File: src/hdl/assert_macros.svh
// assertion macros shared by the rtl files
`ifndef ASSERT_MACROS_SVH
`define ASSERT_MACROS_SVH

// condition in the same cycle
`define ASSERT_IMPLIES(label, clk, rst, ante, cons) \
  label: assert property (@(posedge clk) disable iff (rst) (ante) |-> (cons)) \
    else $error("assertion failed: same-cycle implication");

// condition in the next cycle
`define ASSERT_NEXT(label, clk, rst, ante, cons) \
  label: assert property (@(posedge clk) disable iff (rst) (ante) |=> (cons)) \
    else $error("assertion failed: next-cycle implication");

`endif

File: src/hdl/rrfp_pkg.sv
// ---------------------------------------------------------------------------
// rrfp_pkg
// Shared types and character codes of the range request frame parser.
// ---------------------------------------------------------------------------
`timescale 1ns / 1ps
`default_nettype none

package rrfp_pkg;

  // frame characters
  localparam logic [7:0] CH_HASH    = 8'h23;
  localparam logic [7:0] CH_R       = 8'h72;
  localparam logic [7:0] CH_COMMA   = 8'h2C;
  localparam logic [7:0] CH_COLON   = 8'h3A;
  localparam logic [7:0] CH_NEWLINE = 8'h0A;
  localparam logic [7:0] CH_PLUS    = 8'h2B;
  localparam logic [7:0] CH_MINUS   = 8'h2D;
  localparam logic [7:0] CH_ZERO    = 8'h30;
  localparam logic [7:0] CH_NINE    = 8'h39;
  localparam logic [7:0] CH_SPACE   = 8'h20;
  localparam logic [7:0] CH_TAB     = 8'h09;
  localparam logic [7:0] CH_CR      = 8'h0D;

  // number of restoring division steps
  localparam int unsigned DIV_STEPS = 32;

  // controller states: parse phases, sticky error, divide and result hand-off
  typedef enum logic [3:0] {
    PS_HASH,
    PS_R,
    PS_COMMA,
    PS_LOSKIP,
    PS_LOW,
    PS_HISKIP,
    PS_HIGH,
    PS_TAIL,
    PS_ERROR,
    PS_DIVIDE,
    PS_FINISH
  } parse_state_t;

  // controller to datapath commands
  typedef struct packed {
    logic num_clear;
    logic num_feed;
    logic latch_low;
    logic div_start;
    logic out_load;
    logic result_ok;
  } dp_cmd_t;

  // datapath to controller status
  typedef struct packed {
    logic digit_seen;
    logic bounds_ok;
    logic div_done;
    logic out_full;
  } dp_status_t;

endpackage

`default_nettype wire

File: src/hdl/rrfp_ctrl.sv
// ---------------------------------------------------------------------------
// rrfp_ctrl
// Frame parse state machine; sequences the divider and the result register.
// ---------------------------------------------------------------------------
`timescale 1ns / 1ps
`default_nettype none

`include "assert_macros.svh"

module rrfp_ctrl (
  input  wire logic                clk,
  input  wire logic                rst,
  input  wire logic                in_valid,
  input  wire logic                in_last,
  input  wire logic [7:0]          rx_byte,
  output logic                     in_ready,
  input  wire rrfp_pkg::dp_status_t status,
  output rrfp_pkg::dp_cmd_t        cmd
);
  import rrfp_pkg::*;

  parse_state_t state, state_next;
  logic         frame_ok, frame_ok_next;
  parse_state_t phase_next;
  logic         accept;

  assign in_ready = (state != PS_DIVIDE) && (state != PS_FINISH);
  assign accept   = in_valid && in_ready;

  // state register
  always_ff @(posedge clk) begin
    if (rst) begin
      state    <= PS_HASH;
      frame_ok <= 1'b0;
    end else begin
      state    <= state_next;
      frame_ok <= frame_ok_next;
    end
  end

  // next state and commands
  always_comb begin
    state_next    = state;
    frame_ok_next = frame_ok;
    phase_next    = state;
    cmd           = '0;
    cmd.result_ok = frame_ok;
    case (state)
      PS_DIVIDE: begin
        if (status.div_done) begin
          state_next = PS_FINISH;
        end
      end
      PS_FINISH: begin
        if (!status.out_full) begin
          cmd.out_load = 1'b1;
          state_next   = PS_HASH;
        end
      end
      default: begin
        if (accept) begin
          // one byte of the frame
          case (state)
            PS_HASH:  phase_next = (rx_byte == CH_HASH) ? PS_R : PS_ERROR;
            PS_R:     phase_next = (rx_byte == CH_R) ? PS_COMMA : PS_ERROR;
            PS_COMMA: begin
              if (rx_byte == CH_COMMA) begin
                phase_next    = PS_LOSKIP;
                cmd.num_clear = 1'b1;
              end else begin
                phase_next = PS_ERROR;
              end
            end
            PS_LOSKIP: begin
              if (rx_byte != CH_COLON) begin
                cmd.num_feed = 1'b1;
                phase_next   = PS_LOW;
              end
            end
            PS_LOW: begin
              if (rx_byte == CH_COLON) begin
                if (status.digit_seen) begin
                  cmd.latch_low = 1'b1;
                  cmd.num_clear = 1'b1;
                  phase_next    = PS_HISKIP;
                end else begin
                  phase_next = PS_ERROR;
                end
              end else begin
                cmd.num_feed = 1'b1;
              end
            end
            PS_HISKIP: begin
              if (rx_byte != CH_NEWLINE) begin
                cmd.num_feed = 1'b1;
                phase_next   = PS_HIGH;
              end
            end
            PS_HIGH: begin
              if (rx_byte == CH_NEWLINE) begin
                phase_next = status.digit_seen ? PS_TAIL : PS_ERROR;
              end else begin
                cmd.num_feed = 1'b1;
              end
            end
            default: phase_next = state;
          endcase
          // last byte closes the frame
          if (in_last) begin
            frame_ok_next = (phase_next == PS_TAIL) && (rx_byte == CH_NEWLINE) &&
                            status.bounds_ok;
            cmd.div_start = frame_ok_next;
            state_next    = frame_ok_next ? PS_DIVIDE : PS_FINISH;
          end else begin
            state_next = phase_next;
          end
        end
      end
    endcase
  end

  `ASSERT_NEXT(a_last_closes_frame, clk, rst, accept && in_last,
    state == PS_DIVIDE || state == PS_FINISH)
  `ASSERT_IMPLIES(a_divide_needs_bounds, clk, rst, cmd.div_start,
    status.bounds_ok && frame_ok_next)

endmodule

`default_nettype wire

File: src/hdl/rrfp_dp.sv
// ---------------------------------------------------------------------------
// rrfp_dp
// Decimal accumulator, bound registers, restoring divider and result register.
// ---------------------------------------------------------------------------
`timescale 1ns / 1ps
`default_nettype none

`include "assert_macros.svh"

module rrfp_dp (
  input  wire logic                clk,
  input  wire logic                rst,
  input  wire logic [7:0]          rx_byte,
  input  wire logic [31:0]         random_word,
  input  wire rrfp_pkg::dp_cmd_t   cmd,
  output rrfp_pkg::dp_status_t     status,
  input  wire logic                out_ready,
  output logic                     out_valid,
  output logic                     frame_valid,
  output logic [31:0]              drawn_value
);
  import rrfp_pkg::*;

  typedef enum logic [1:0] {NP_SPACE, NP_SIGN, NP_DIGITS, NP_DONE} num_phase_t;

  localparam logic [35:0] MAG_LIMIT = 36'h0_8000_0000;
  localparam int unsigned CNT_W = $clog2(DIV_STEPS);
  localparam logic [CNT_W-1:0] CNT_LAST = CNT_W'(DIV_STEPS - 1);

  num_phase_t num_phase;
  logic        negative_flag;
  logic        digit_seen;
  logic [31:0] magnitude;
  logic [31:0] lower_bound;
  logic [31:0] high_value;

  logic             div_busy;
  logic [CNT_W-1:0] div_cnt;
  logic [31:0]      divisor;
  logic [31:0]      dividend;
  logic [31:0]      remainder;

  logic        is_digit, is_space, is_sign;
  logic [7:0]  digit_val;
  logic [35:0] mag_prod;
  logic [31:0] mag_sat;
  logic [32:0] rem_shift;
  logic        rem_fits;

  // character classes and the saturating times-ten step
  assign is_digit  = (rx_byte >= CH_ZERO) && (rx_byte <= CH_NINE);
  assign is_space  = (rx_byte == CH_SPACE) || ((rx_byte >= CH_TAB) && (rx_byte <= CH_CR));
  assign is_sign   = (rx_byte == CH_PLUS) || (rx_byte == CH_MINUS);
  assign digit_val = rx_byte - CH_ZERO;
  assign mag_prod  = {1'b0, magnitude, 3'b000} + {3'b000, magnitude, 1'b0} +
                     {28'd0, digit_val};
  assign mag_sat   = (mag_prod > MAG_LIMIT) ? MAG_LIMIT[31:0] : mag_prod[31:0];

  // signed value of the token being read
  assign high_value = negative_flag ? (32'd0 - magnitude) :
                      (magnitude[31] ? 32'h7FFF_FFFF : magnitude);

  // number accumulator
  always_ff @(posedge clk) begin
    if (rst || cmd.num_clear) begin
      num_phase     <= NP_SPACE;
      negative_flag <= 1'b0;
      digit_seen    <= 1'b0;
      magnitude     <= '0;
    end else if (cmd.num_feed) begin
      case (num_phase)
        NP_SPACE: begin
          if (is_space) begin
            num_phase <= NP_SPACE;
          end else if (is_sign) begin
            negative_flag <= (rx_byte == CH_MINUS);
            num_phase     <= NP_SIGN;
          end else if (is_digit) begin
            magnitude  <= mag_sat;
            digit_seen <= 1'b1;
            num_phase  <= NP_DIGITS;
          end else begin
            num_phase <= NP_DONE;
          end
        end
        NP_SIGN, NP_DIGITS: begin
          if (is_digit) begin
            magnitude  <= mag_sat;
            digit_seen <= 1'b1;
            num_phase  <= NP_DIGITS;
          end else begin
            num_phase <= NP_DONE;
          end
        end
        default: num_phase <= num_phase;
      endcase
    end
  end

  // lower bound
  always_ff @(posedge clk) begin
    if (rst) begin
      lower_bound <= '0;
    end else if (cmd.latch_low) begin
      lower_bound <= high_value;
    end
  end

  // restoring divider, one quotient bit a cycle; a zero divisor leaves the dividend
  assign rem_shift = {remainder, dividend[31]};
  assign rem_fits  = rem_shift >= {1'b0, divisor};

  always_ff @(posedge clk) begin
    if (rst) begin
      div_busy <= 1'b0;
      div_cnt  <= '0;
    end else if (cmd.div_start) begin
      div_busy <= 1'b1;
      div_cnt  <= '0;
    end else if (div_busy) begin
      div_cnt <= div_cnt + 1'b1;
      if (div_cnt == CNT_LAST) begin
        div_busy <= 1'b0;
      end
    end
  end

  always_ff @(posedge clk) begin
    if (cmd.div_start) begin
      divisor   <= high_value - lower_bound + 32'd1;
      dividend  <= random_word;
      remainder <= '0;
    end else if (div_busy) begin
      dividend  <= {dividend[30:0], 1'b0};
      remainder <= rem_fits ? 32'(rem_shift - {1'b0, divisor}) : rem_shift[31:0];
    end
  end

  // result register
  always_ff @(posedge clk) begin
    if (rst) begin
      out_valid <= 1'b0;
    end else if (cmd.out_load) begin
      out_valid <= 1'b1;
    end else if (out_ready) begin
      out_valid <= 1'b0;
    end
  end

  always_ff @(posedge clk) begin
    if (cmd.out_load) begin
      frame_valid <= cmd.result_ok;
      drawn_value <= cmd.result_ok ? (remainder + lower_bound) : 32'd0;
    end
  end

  // status back to the controller
  always_comb begin
    status            = '0;
    status.digit_seen = digit_seen;
    status.bounds_ok  = $signed(lower_bound) <= $signed(high_value);
    status.div_done   = div_busy && (div_cnt == CNT_LAST);
    status.out_full   = out_valid && !out_ready;
  end

  `ASSERT_IMPLIES(a_load_after_divide, clk, rst, cmd.out_load, !div_busy)
  `ASSERT_NEXT(a_start_runs_divider, clk, rst, cmd.div_start, div_busy && div_cnt == '0)

endmodule

`default_nettype wire

File: src/hdl/range_request_frame_parser_top.sv
// Range request frame parser. Bytes of a frame "#r,<low>:<high>\n" arrive one per
// transfer on the slave side (tlast marks the final byte, which also carries the
// random word). Every byte but the last of a frame is accepted without a stall.
// The final byte of a well-formed frame starts a restoring divider that yields
// one quotient bit per cycle, so that byte occupies the block through its accept,
// 32 divide steps and the result load; the final byte of a bad frame goes from
// accept straight to the result load. A result then sits in the output register
// until taken, while the next frame's bytes are already accepted; a further frame
// end waits only if that register is still full. Result: tuser is the frame-valid
// flag, tdata the drawn value in low..high (zero for a bad frame).
// ---------------------------------------------------------------------------
// range_request_frame_parser_top
// Top level: controller and datapath of the range request frame parser.
// ---------------------------------------------------------------------------
`timescale 1ns / 1ps
`default_nettype none

module range_request_frame_parser_top (
  input  wire logic        clk,
  input  wire logic        rst,
  input  wire logic        s_axis_tvalid,
  output logic             s_axis_tready,
  input  wire logic [39:0] s_axis_tdata,   // [7:0] rx_byte, [39:8] random_word
  input  wire logic        s_axis_tlast,   // end_of_frame
  output logic             m_axis_tvalid,
  input  wire logic        m_axis_tready,
  output logic [31:0]      m_axis_tdata,   // [31:0] drawn_value
  output logic             m_axis_tuser    // [0] frame_valid
);
  import rrfp_pkg::*;

  dp_cmd_t    cmd;
  dp_status_t status;

  // frame parse control
  rrfp_ctrl u_ctrl (
    .clk      (clk),
    .rst      (rst),
    .in_valid (s_axis_tvalid),
    .in_last  (s_axis_tlast),
    .rx_byte  (s_axis_tdata[7:0]),
    .in_ready (s_axis_tready),
    .status   (status),
    .cmd      (cmd)
  );

  // number, divider and result datapath
  rrfp_dp u_dp (
    .clk         (clk),
    .rst         (rst),
    .rx_byte     (s_axis_tdata[7:0]),
    .random_word (s_axis_tdata[39:8]),
    .cmd         (cmd),
    .status      (status),
    .out_ready   (m_axis_tready),
    .out_valid   (m_axis_tvalid),
    .frame_valid (m_axis_tuser),
    .drawn_value (m_axis_tdata)
  );

endmodule

`default_nettype wire
File: config.mk
export PLATFORM = sky130hd
export DESIGN_NAME = range_request_frame_parser_top
export DESIGN_NICKNAME = d
export VERILOG_FILES = /design/src/hdl/rrfp_pkg.sv /design/src/hdl/rrfp_ctrl.sv /design/src/hdl/rrfp_dp.sv /design/src/hdl/range_request_frame_parser_top.sv
export VERILOG_INCLUDE_DIRS = /design/src /design/src/hdl
export SDC_FILE = /design/constraint.sdc
export NUM_CORES = 1
export LEC_CHECK = 0
export BUFFER_PORTS_ARGS = -buffer_cell sky130_fd_sc_hd__buf_2
export CAP_MARGIN = 5
export CORE_MARGIN = 8
export CORE_UTILIZATION = 45
export DETAILED_ROUTE_END_ITERATION = 10
export PLACE_DENSITY_LB_ADDON = 0.1
export SYNTH_ARGS = -nofsm -noshare
export SYNTH_HDL_FRONTEND = slang
export SYNTH_SLANG_ARGS = --single-unit
export TNS_END_PERCENT = 1
File: constraint.sdc
create_clock -name clk -period 5.6 [get_ports clk]
set_input_delay 0.56 -clock clk [delete_from_list [all_inputs] [get_ports clk]]
set_output_delay 0.56 -clock clk [all_outputs]
set_load 0.02 [all_outputs]
; Word-level counts from Yosys, hierarchy flattened
; Cells that the tools add are included.
[totals]
register_bits = 209
input_bits = 45
output_inout_bits = 35
[op_classes]
n_addsub = 9
order_cmp = 7
bitwise_logic = 2
n_reduce_logical = 26
mux = 56
n_eq_ne = 28
[op_table]
columns = operator, n
row1 = 2-to-1 mux 32 bit, 8
row2 = 2-to-1 mux 4 bit, 17
row3 = one-hot mux 32 bit (2 select lines), 1
row4 = subtractor 32 bit, 2
row5 = "== test 8 x 6 -> 1 bit, second input constant", 6
row6 = adder 35 x 33 -> 36 bit, 1
row7 = adder 36 x 8 -> 36 bit, 1
row8 = "> comparator 36 x 32 -> 1 bit, second input constant", 1
row9 = greater-or-equal comparator 33 x 32 -> 1 bit, 1
row10 = "adder 32 x 1 -> 32 bit, second input constant", 1
row11 = adder 32 bit, 1
row12 = less-or-equal comparator 32 bit, 1
row13 = "subtractor 1 x 32 -> 32 bit, first input constant", 1
row14 = 2-to-1 mux 31 bit, 1
row15 = one-hot mux 4 bit (7 select lines), 1
row16 = 2-to-1 mux 1 bit, 20
row17 = "== test 4 x 3 -> 1 bit, second input constant", 4
row18 = "== test 4 x 2 -> 1 bit, second input constant", 2
row19 = "== test 4 bit, second input constant", 2
row20 = "== test 8 x 4 -> 1 bit, second input constant", 1
row21 = "== test 8 x 7 -> 1 bit, second input constant", 1
row22 = "greater-or-equal comparator 8 x 4 -> 1 bit, second input constant", 1
row23 = "greater-or-equal comparator 8 x 6 -> 1 bit, second input constant", 1
row24 = "less-or-equal comparator 8 x 4 -> 1 bit, second input constant", 1
row25 = other kinds (28), 51

; Depth between registers and ports, before layout
[logic_depth]
ltp_word = 12
mapped_depth = 23
depth_no_buf = 22

; Hierarchy
; A second synthesis with hierarchy kept.
[hier_totals]
hier_cells = 2012
area_unflattened_um2 = 17695.7
[modules_own_cells]
columns = module, cells_each, instances, seq_area_each_um2, area_per_inst_um2
row1 = rrfp_dp, 1891, 1, 5054.8, 16859.9
row2 = rrfp_ctrl, 121, 1, 100.1, 835.8

; Least setup slack after synthesis
; OpenSTA, ideal clock, no wires.
[synth_path]
path_type = register to register
from = reg u_dp.magnitude[1]
to = reg u_dp.divisor[0], enable pin
stages_incl_launch_ff = 20
path_slack_ps = -338
required_time_ps = 5191
path_buffers = 1
arrival_time_ps = 5529
cell_sequence = dfxtp_1 -> inv_1 -> ha_1 -> nor3b_1 -> nand4_1 -> or3_1 -> or3_4 -> or3_4 -> or3_1 -> o311ai_1 -> o21a_2 -> ha_1 -> nand4_1 -> nor4_1 -> a221o_1 -> nor4b_1 -> a311oi_1 -> or2_2 -> nor2_1 -> clkbuf_1
[synth_lines]
columns = item, line
row1 = "start, declared", rrfp_dp.sv:33  ; logic [31:0] magnitude;
row2 = "start signal, assigned", rrfp_dp.sv:79  ; magnitude <= mag_sat;
row3 = "start signal, assigned", rrfp_dp.sv:88  ; magnitude <= mag_sat;
row4 = "end signal, assigned", rrfp_dp.sv:130  ; divisor <= high_value - lower_bound + 32'd1;
row5 = "end, declared", rrfp_dp.sv:39  ; logic [31:0] divisor;

; Final worst setup path
[layout_path]
from = reg u_dp.magnitude[1]
to = reg u_dp.divisor[31], enable pin
[layout_between]
elab_chain_len = 7
elab_cells_between_ends = 8
cone_classes = add/sub (1) / order compare (1) / mux (5) / reduce/logical (1)
[layout_lines]
columns = item, line
row1 = subtractor 1 x 32 -> 32 bit, rrfp_dp.sv:60  ; assign high_value = negative_flag ? (32'd0 - magnitude) :
row2 = 2-to-1 mux 32 bit, rrfp_dp.sv:60
row3 = net u_dp.high_value[30], rrfp_dp.sv:35  ; logic [31:0] high_value;
row4 = less-or-equal comparator 32 bit, rrfp_dp.sv:161  ; status.bounds_ok = $signed(lower_bound) <= $signed(high_value);
row5 = logical AND 1 bit, rrfp_ctrl.sv:110  ; frame_ok_next = (phase_next == PS_TAIL) && (rx_byte == CH_NEWLINE) &&
row6 = 2-to-1 mux 1 bit, rrfp_ctrl.sv:109  ; if (in_last) begin
row7 = 2-to-1 mux 4 bit, rrfp_ctrl.sv:61  ; if (accept) begin
row8 = 2-to-1 mux 4 bit, rrfp_ctrl.sv:48  ; case (state)
; The timed path passes the listed nets, and every way through them passes these cells.
; A chain may end at the register's enable or synchronous reset.

==> impl_metrics.env <==
export IMPL_die_w_um=211.9
export IMPL_synth_top_area_frac=0.1687
export IMPL_startpoint="u_dp.magnitude[1]"
export IMPL_hold_violations=0
export IMPL_synth_top_area_cell="edfxtp_1"
export IMPL_whs_path_depth=2
export IMPL_grt_pass1_vias=14021
export IMPL_grt_pass1_wl_mm=70.86
export IMPL_synthCells=2011
export IMPL_r2r_slack_ps=340
export IMPL_start_util=0.4573
export IMPL_synthFlopType="dfxtp_1"
export IMPL_async_reset_ff_frac=0
export IMPL_drcViolationCount=0
export IMPL_synth_seq_cells=209
export IMPL_final_common_cell="ha_1"
export IMPL_hp_start="s_axis_tdata[8]"
export IMPL_syn_area_sq_um=17270
export IMPL_slew_headroom=0.1961
export IMPL_pre_cts_ws_ps=-135.3
export IMPL_endpoint_kind="flip-flop"
export IMPL_holdPathEnd="u_dp.dividend[0]"
export IMPL_setup_violations_final=0
export IMPL_synth_edff_count=97
export IMPL_syn_num_nets=2289
export IMPL_arrival_ps=5490
export IMPL_max_stage_delay_ps=400
export IMPL_avgViaCountPerCell=5.564
export IMPL_wl_per_cell_um=16.24
export IMPL_leakagePower_nw=8.658
export IMPL_antenna_found_initial=0
export IMPL_gp_congestion=0.8995
export IMPL_critical_path_class="reg2reg"
export IMPL_layout_common_cells="223 x ha_1, 181 x a21oi_1, 176 x nor2_1, 173 x nand2_1, 151 x inv_1"
export IMPL_clock_latency_ps=540
export IMPL_nFillCells=3580
export IMPL_synth_area_per_cell_sq_um=8.586
export IMPL_regArea_sq_um=5156
export IMPL_insertedDiodeCount=0
export IMPL_critPathMaxFanout=31
export IMPL_ir_worst_vdd_mv=0.2269
export IMPL_h_tree_depth=1
export IMPL_fin_ws_ps=344.4
export IMPL_critPathSlowestCell="nor4b_2"
export IMPL_critPathBufInv=3
export IMPL_die_height_um=211.9
export IMPL_drv_cap=0
export IMPL_drt_total_wl_mm=42.82
export IMPL_via_count=14672
export IMPL_port_buffers=79
export IMPL_place_inst=2582
export IMPL_numCtsBuffers=26
export IMPL_rows=71
export IMPL_antenna_left=0
export IMPL_area_growth_pct=12.86
export IMPL_total_power_mw=3.392
export IMPL_min_path_type="in2reg"
export IMPL_min_period_ps=5256
export IMPL_path_delay_family="simple AND/OR/NAND/NOR gates"
export IMPL_status="completed"
export IMPL_grt_use_total=0.1891
export IMPL_cts_buffer_depth=3
export IMPL_required_ps=5830
export IMPL_drtIter0Drc=879
export IMPL_ys_warn_count=0
export IMPL_powerDensity_nw_per_um2=174.0
export IMPL_critPathLaunchType="flip-flop"
export IMPL_drt_pass1_iterations=5
export IMPL_cts_tree="built"
export IMPL_grt_start_max_net_pins=76
export IMPL_worst_clock_skew_ps=9.354
export IMPL_cp_cell_sequence="inv_1, ha_1, nor3b_2, nand4_1, or3_1, or3_4, or3_4, or3_1, o311ai_1, o21a_2, ha_1, nand4_1, nor4_2, a221o_1, nor4b_2, a311oi_4, or2_2, nor2_4, buf_12, buf_12"
export IMPL_yosysSeqAreaShare=0.2986
export IMPL_fmax_ghz=0.1903
export IMPL_synth_area_leaders="edfxtp_1 17%, ha_1 16%, dfxtp_1 13%, a21oi_1 5.2%, xnor2_1 4.1%"
export IMPL_layout_cells_non_filler=2637
export IMPL_drive_above_1_share=0.1148
export IMPL_multi_input_area_sq_um=11340
export IMPL_dpl_hpwl_mm=33.69
export IMPL_coreArea_sq_um=37760
export IMPL_reg2reg_depth=20
export IMPL_clock_sinks=209
export IMPL_grt_ovfl_total=0
export IMPL_path_clk_slew_ps=60
export IMPL_io_pins=80
export IMPL_worstReg2RegEnd="u_dp.divisor[31]"
export IMPL_finish_net_count=2384
export IMPL_cts_root_buf="clkbuf_16"
export IMPL_synth_distinct_cells=88
export IMPL_fp_dieArea_sq_um=44890
export IMPL_r2r_start="u_dp.magnitude[1]"
export IMPL_final_period_utilization=0.9385
export IMPL_worstMarginPinSlew_ps=1205
export IMPL_report_final_slew_viol_count=0
[per-stage QoR]
| step | hold slack (ps) | setup TNS [ps] | cell area [sq um] | utilization |
|---|---|---|---|---|
| final | 305.3 | 0 | 19490 | 0.5162 |
| after global routing | 295.5 | -2434 | 19490 | 0.5162 |
| after CTS | 281.5 | 0 | 19340 | 0.5122 |
| after detailed placement | 486.3 | -7614 | 18460 | 0.4890 |
| after global placement | 477.5 | -102.4 | 18460 | 0.4890 |
| after floorplan | 448.6 | 0 | 17270 | - |
[kinds of logic (layout without fill, tap and decap cells)]
kind of cell | Yosys count | after routing | synth area share
AOI/OAI and AO/OA | 566 | 566 | 0.2158
xor gates and xnor gates | 109 | 109 | 0.05529
adders and majority gates | 233 | 233 | 0.1732
buffers and inverters | 223 | 338 | 0.05058
DFF | 209 | 209 | 0.2986
muxes | 47 | 47 | 0.02964
and+or+nand+nor | 624 | 624 | 0.1770
[worst register-to-register path: stages (launching register included)]
cell and delay [ps]:
dfxtp_1 310, inv_1 70, ha_1 160, nor3b_2 210, nand4_1 140, or3_1 350, or3_4 360, or3_4 380
or3_1 330, o311ai_1 240, o21a_2 190, ha_1 230, nand4_1 140, nor4_2 80, a221o_1 340, nor4b_2 400
a311oi_4 130, or2_2 370, nor2_4 140, buf_12 150, buf_12 200
[power by group]
group          internal, mW  switching [mW]  leakage [nW]
registers              1.59         0.00561          1.86
clock network          1.02           0.666         0.425
logic                0.0360          0.0664          6.37
total                  2.65           0.738          8.66
[cell type report]
| cell class | instances | area share |
|---|---|---|
| Multi-Input combinational cell | 1579 | 0.5820 |
| Tap cell | 511 | 0.03281 |
| Clock buffer | 36 | 0.03846 |
| Timing Repair Buffer | 137 | 0.04668 |
| Sequential cell | 209 | 0.2646 |
| Inverter | 153 | 0.02947 |
| Clock inverter | 12 | 0.006035 |
[worst max-delay path by stage]
stage,slack (ps),to,cells after the start
after floorplan,200,u_dp.dividend[0],19
after global placement,-4,u_dp.dividend[20],19
after detailed placement,-140,u_dp.dividend[12],19
after CTS,50,u_dp.divisor[28],19
after global routing,-70,u_dp.dividend[1],22
final,340,u_dp.divisor[31],20
[state kept, by name, indices dropped and copies added, names as in the netlist, 2 cells and up]
signal and count:
u_dp.divisor 32, u_dp.magnitude 32, u_dp.drawn_value 32, u_dp.dividend 32
u_ctrl.state 4, u_dp.div_cnt 5, u_dp.num_phase 2, u_dp.lower_bound 32
u_dp.remainder 32
[synthesized netlist by cell type, types with 8 or more instances]
master	n
a211oi_1	34
a21o_1	63
a21oi_1	181
a221oi_1	9
a31oi_1	30
a32o_1	21
and2_1	31
and3_1	16
buf_2	14
clkbuf_1	52
dfxtp_1	112
edfxtp_1	97
fa_1	10
ha_1	223
inv_1	151
mux2_2	26
mux2i_1	14
nand2_1	173
nand2b_1	22
nand3_1	36
nand3b_1	11
nand4_1	19
nor2_1	178
nor2b_1	23
nor3_1	40
nor4_1	12
o211ai_1	12
o21a_1	14
o21ai_0	78
o21bai_1	17
o22ai_1	10
o31ai_1	11
or3_1	12
or4_1	8
xnor2_1	80
xor2_1	29
[per-layer routing]
metal,global-route usage,up-vias,wire length (um)
met5,0,-,0
met4,0.06925,0,1284
met3,0.01715,63,1607
met2,0.2924,274,18510
met1,0.2711,6821,21410
li1,-,7514,-
[what timing repair did]
item	in CTS	in global routing
resized for setup	2	11
buffers inserted	0	7
pin swaps	0	2
endpoints found under the setup margin	106	127
hold buffers	0	0
No activity file was read; power rests on OpenSTA's default activity.
